===== src/design/cjs_pkg.sv =====
package cjs_pkg;

   localparam int DampW = 15;
   localparam logic [DampW-1:0] DampReset = 15'd24576;
   localparam int DivSteps = 32;

   // Beat state carried through the restoring divider, both lanes share one divisor.
   typedef struct packed {
      logic        valid;
      logic        last;
      logic        zero;
      logic        ovf_re;
      logic        ovf_im;
      logic        neg_re;
      logic        neg_im;
      logic [63:0] m;
      logic [63:0] r_re;
      logic [63:0] r_im;
      logic [31:0] low_re;
      logic [31:0] low_im;
      logic [31:0] q_re;
      logic [31:0] q_im;
   } div_type;

endpackage


===== src/design/cjs_div_step.sv =====
module cjs_div_step (
   input  logic             clock,
   input  logic             reset,
   input  logic             en,
   input  cjs_pkg::div_type in,
   output cjs_pkg::div_type out
);

   cjs_pkg::div_type out_ff, out_in;
   logic [64:0]      t_re, t_im;
   logic             b_re, b_im;

   // One restoring step per lane: shift in the next dividend bit, subtract if it fits.
   always_comb begin
      t_re   = {in.r_re, in.low_re[31]};
      t_im   = {in.r_im, in.low_im[31]};
      b_re   = t_re >= {1'b0, in.m};
      b_im   = t_im >= {1'b0, in.m};
      out_in = in;
      if (b_re) begin
         t_re = t_re - {1'b0, in.m};
      end
      if (b_im) begin
         t_im = t_im - {1'b0, in.m};
      end
      out_in.r_re   = t_re[63:0];
      out_in.r_im   = t_im[63:0];
      out_in.low_re = {in.low_re[30:0], 1'b0};
      out_in.low_im = {in.low_im[30:0], 1'b0};
      out_in.q_re   = {in.q_re[30:0], b_re};
      out_in.q_im   = {in.q_im[30:0], b_im};
   end

   always_ff @(posedge clock) begin
      if (reset) begin
         out_ff.valid <= 1'b0;
      end else if (en) begin
         out_ff.valid <= out_in.valid;
      end
      if (en) begin
         out_ff.last   <= out_in.last;
         out_ff.zero   <= out_in.zero;
         out_ff.ovf_re <= out_in.ovf_re;
         out_ff.ovf_im <= out_in.ovf_im;
         out_ff.neg_re <= out_in.neg_re;
         out_ff.neg_im <= out_in.neg_im;
         out_ff.m      <= out_in.m;
         out_ff.r_re   <= out_in.r_re;
         out_ff.r_im   <= out_in.r_im;
         out_ff.low_re <= out_in.low_re;
         out_ff.low_im <= out_in.low_im;
         out_ff.q_re   <= out_in.q_re;
         out_ff.q_im   <= out_in.q_im;
      end
   end

   assign out = out_ff;

endmodule


===== config.mk =====
export PLATFORM = sky130hd
export DESIGN_NAME = cjs_div_step
export DESIGN_NICKNAME = d
export VERILOG_FILES = /design/src/design/cjs_pkg.sv /design/src/design/cjs_div_step.sv
export SDC_FILE = /design/constraint.sdc
export NUM_CORES = 1
export LEC_CHECK = 0
export ABC_AREA = 1
export BUFFER_PORTS_ARGS = -buffer_cell sky130_fd_sc_hd__buf_4
export CAP_MARGIN = 20
export CORE_ASPECT_RATIO = 0.8
export CORE_MARGIN = 1
export CORE_UTILIZATION = 34
export DETAILED_ROUTE_END_ITERATION = 16
export SYNTH_ARGS = -nofsm -noshare
export SYNTH_HDL_FRONTEND = slang
export SYNTH_SLANG_ARGS = --single-unit

===== constraint.sdc =====
create_clock -name clock -period 2 [get_ports clock]
set_input_delay 0 -clock clock [delete_from_list [all_inputs] [get_ports clock]]
set_output_delay 0 -clock clock [all_outputs]
set_load 0.02 [all_outputs]

==> impl_metrics.toml <==
[worst_setup_path]
crit_fanout = 3
worstPathRequired_ns = 2.32
crit_type = "in -> reg"
cpMostUsedCell = "nand2_1"
crit_chain = "buf_4 -> ha_1 -> fa_1 -> nor2_1 -> nand2_1 -> nand3_1 -> nand2_1 -> nand2_1 -> nand2_1 -> nand2_1 -> nand2_1 -> nand2_1 -> nand2_1 -> nand3_1 -> nand2_1"
worst_setup_path_start_kind = "primary input"
cp_slowest_cell = "fa_1"
end_kind = "register"
rrSetupSlack_ns = 0.85
arrival_ns = 2.23
slowest_delay_ns = 0.45

[route]
drcViolationCount = 0
wl_per_cell_um = 18.5
drtIter0Drc = 2316
routed_wl_mm = 110
ant_nets = 0
vias = 27250
via_per_inst = 4.60
first_pass_iters = 7

[layout]
largest_register_ff_count = 325
multi_input_area_um2 = 11100
synthToLayoutAreaGrowth_pct = 63.9
post-route-cell-area_um2 = 38800
final_cells = 5930
nFillCells = 6573
drive_above_1_share = 0.275
finalNetCount = 5431
seqCellArea_um2 = 9750

[clock_network]
cts_buffers = 37
root_buffer = "clkbuf_16"
path_clk_slew_ns = 0.07
clock_latency_ns = 0.56
cts_buffer_depth = 3
cts_max_level = 2
cts_tree = "yes"
cts_sinks = 325
cts_setup_buffers = 0

[logic_synthesis]
synthFlopType = "edfxtp_1"
avgSynthCellArea_um2 = 7.00
syn-cell-area_um2 = 23700
synth_cell_types = 39
synth_top_cells_by_area = "edfxtp_1 41%, nand2_1 22%, inv_1 11%"
synth_edf_count = 324
yosysWarnings = 0
synth_largest_area_cell = "edfxtp_1"
ys_ff_latch = 325
synth_top_cell_area_share = 0.410
seq_area_frac_synth = 0.411
async_flop_share = 0
syn_inst = 3385

[floorplanning]
fp.dieArea_um2 = 70800
io_pins = 657
core_area_um2 = 68900
chipWidth_um = 297
die-height_um = 238
std_cell_rows = 86
start_util = 0.344

[placed_design]
place_congestion = 1.01
place_area_um2 = 34400
place_inst = 5531
dp.final_hpwl_mm = 90.0
numPortBuffers = 652

[outcome]
violations = "negative hold slack"
status = "complete, but fails checks"

[power_and_ir_drop]
p_total_mw = 25.1
max-vdd-ir-drop_uv = 546
p_leak_nw = 21.0
power_density_nw_per_um2 = 646

[sta]
setup-violations-final = 0
period_share = 0.955
max_freq_mhz = 523
finalHoldViolCount = 1
fin_worst_skew_ns = 0
rsz0062_at_grt = "true"
slew_viol_final = 0
fin_crit_ns = 1.91
whs_ns = -0.00513
finalSetupTns_ns = 0

[global_route]
antenna_found_initial = 13
overflow = 0
grt_pass1_wl_mm = 159
grt_start_max_net_pins = 56
grt_use_total = 0.301
grt_pass1_vias = 26038

[worst_hold_path]
hold_path.class = "in -> reg"

[run]
maxCapViolations = 0
## per-layer routing
layer / track usage / vias to the layer above / part of all wire
li1: - / 13655 / -
met1: 0.432 / 12427 / 0.45
met2: 0.470 / 1024 / 0.44
met5: 0 / - / 0.00033
met3: 0.0490 / 138 / 0.082
met4: 0.0765 / 6 / 0.025
## worst paths after layout
path | startpoint | to | depth (start not counted)
setup reg to reg | out[326] | out[326] | 3
setup / recovery | in[256] | out[190] | 15
hold reg to reg | out[326] | out[326] | 3
hold / removal | in[190] | out[191] | 5
## cells by family after synthesis
family                     after synthesis  synth area share
muxes                                    1          0.000422
buffers and inverters                  756             0.123
AOI/OAI and AO/OA                      111            0.0240
xor gates and xnor gates                62            0.0229
other                                    1          0.000158
adders and majority gates              130            0.0693
DFF                                    325             0.411
and+or+nand+nor                       1999             0.349
## critical path: cells and delay by family
kind	cells	cell delay, ns
adder cells (fa/ha/maj)	2	0.66
buffers and inverters	1	0.15
AND/OR/NAND/NOR	12	1.41
## placed cells by master, fill, tap and decap left out, types with 4 or more instances in the layout
cell / n
a21oi_1: 89
and3_1: 6
buf_12: 20
buf_4: 1236
buf_6: 5
clkbuf_1: 8
clkbuf_16: 37
clkinv_1: 5
clkinv_2: 7
diode_2: 6
dlygate4sd3_1: 325
edfxtp_1: 324
ha_1: 126
inv_1: 706
inv_2: 9
nand2_1: 1369
nand2_2: 14
nand3_1: 279
nand3_2: 4
nand3b_1: 32
nand4_1: 15
nor2_1: 219
nor2_2: 18
nor2_4: 5
nor3_1: 17
nor4_1: 11
o21ai_0: 16
xor2_1: 60
## stage by stage
stage                      util  hold WS [ns]  setup WS (ns)
after CTS                 0.563        -0.282          0.101
after global placement    0.499         0.178         -0.452
after floorplan               -        0.0724          0.152
after global routing      0.564        0.0534       -0.00508
after detailed placement  0.499         0.179         -0.482
final                     0.564      -0.00513         0.0894
## cell usage after synthesis (14+ instances only)
cell type,n
nor2_2,15
a21oi_1,89
nand3_1,280
nand2_2,14
clkbuf_1,19
edfxtp_1,324
nand4_1,15
inv_1,706
nand2_1,1369
nor2_1,222
nor3_1,17
o21ai_0,16
ha_1,128
xor2_1,60
nand3b_1,32
## where the power goes
group          internal (mW)  switching, mW
clock                   3.85           3.06
combinational           4.24           5.26
sequential              8.42          0.279
## layout make-up
class                   count  area share
repair buffers           1587       0.335
multi-input cells        2305       0.285
flip-flops and latches    325       0.251
inverters                 715      0.0691
well taps                 924      0.0298
clock buffers              45      0.0246
clock inverters            23     0.00577
diodes                      6    0.000387
## what timing repair did
action / 4_1_cts / 5_1_grt
endpoints found under the hold margin: 352 / 1
resized for setup: 0 / 11
hold buffers: 324 / 1
setup endpoints to repair: 0 / 56
Power figures use the tool's default switching activity.
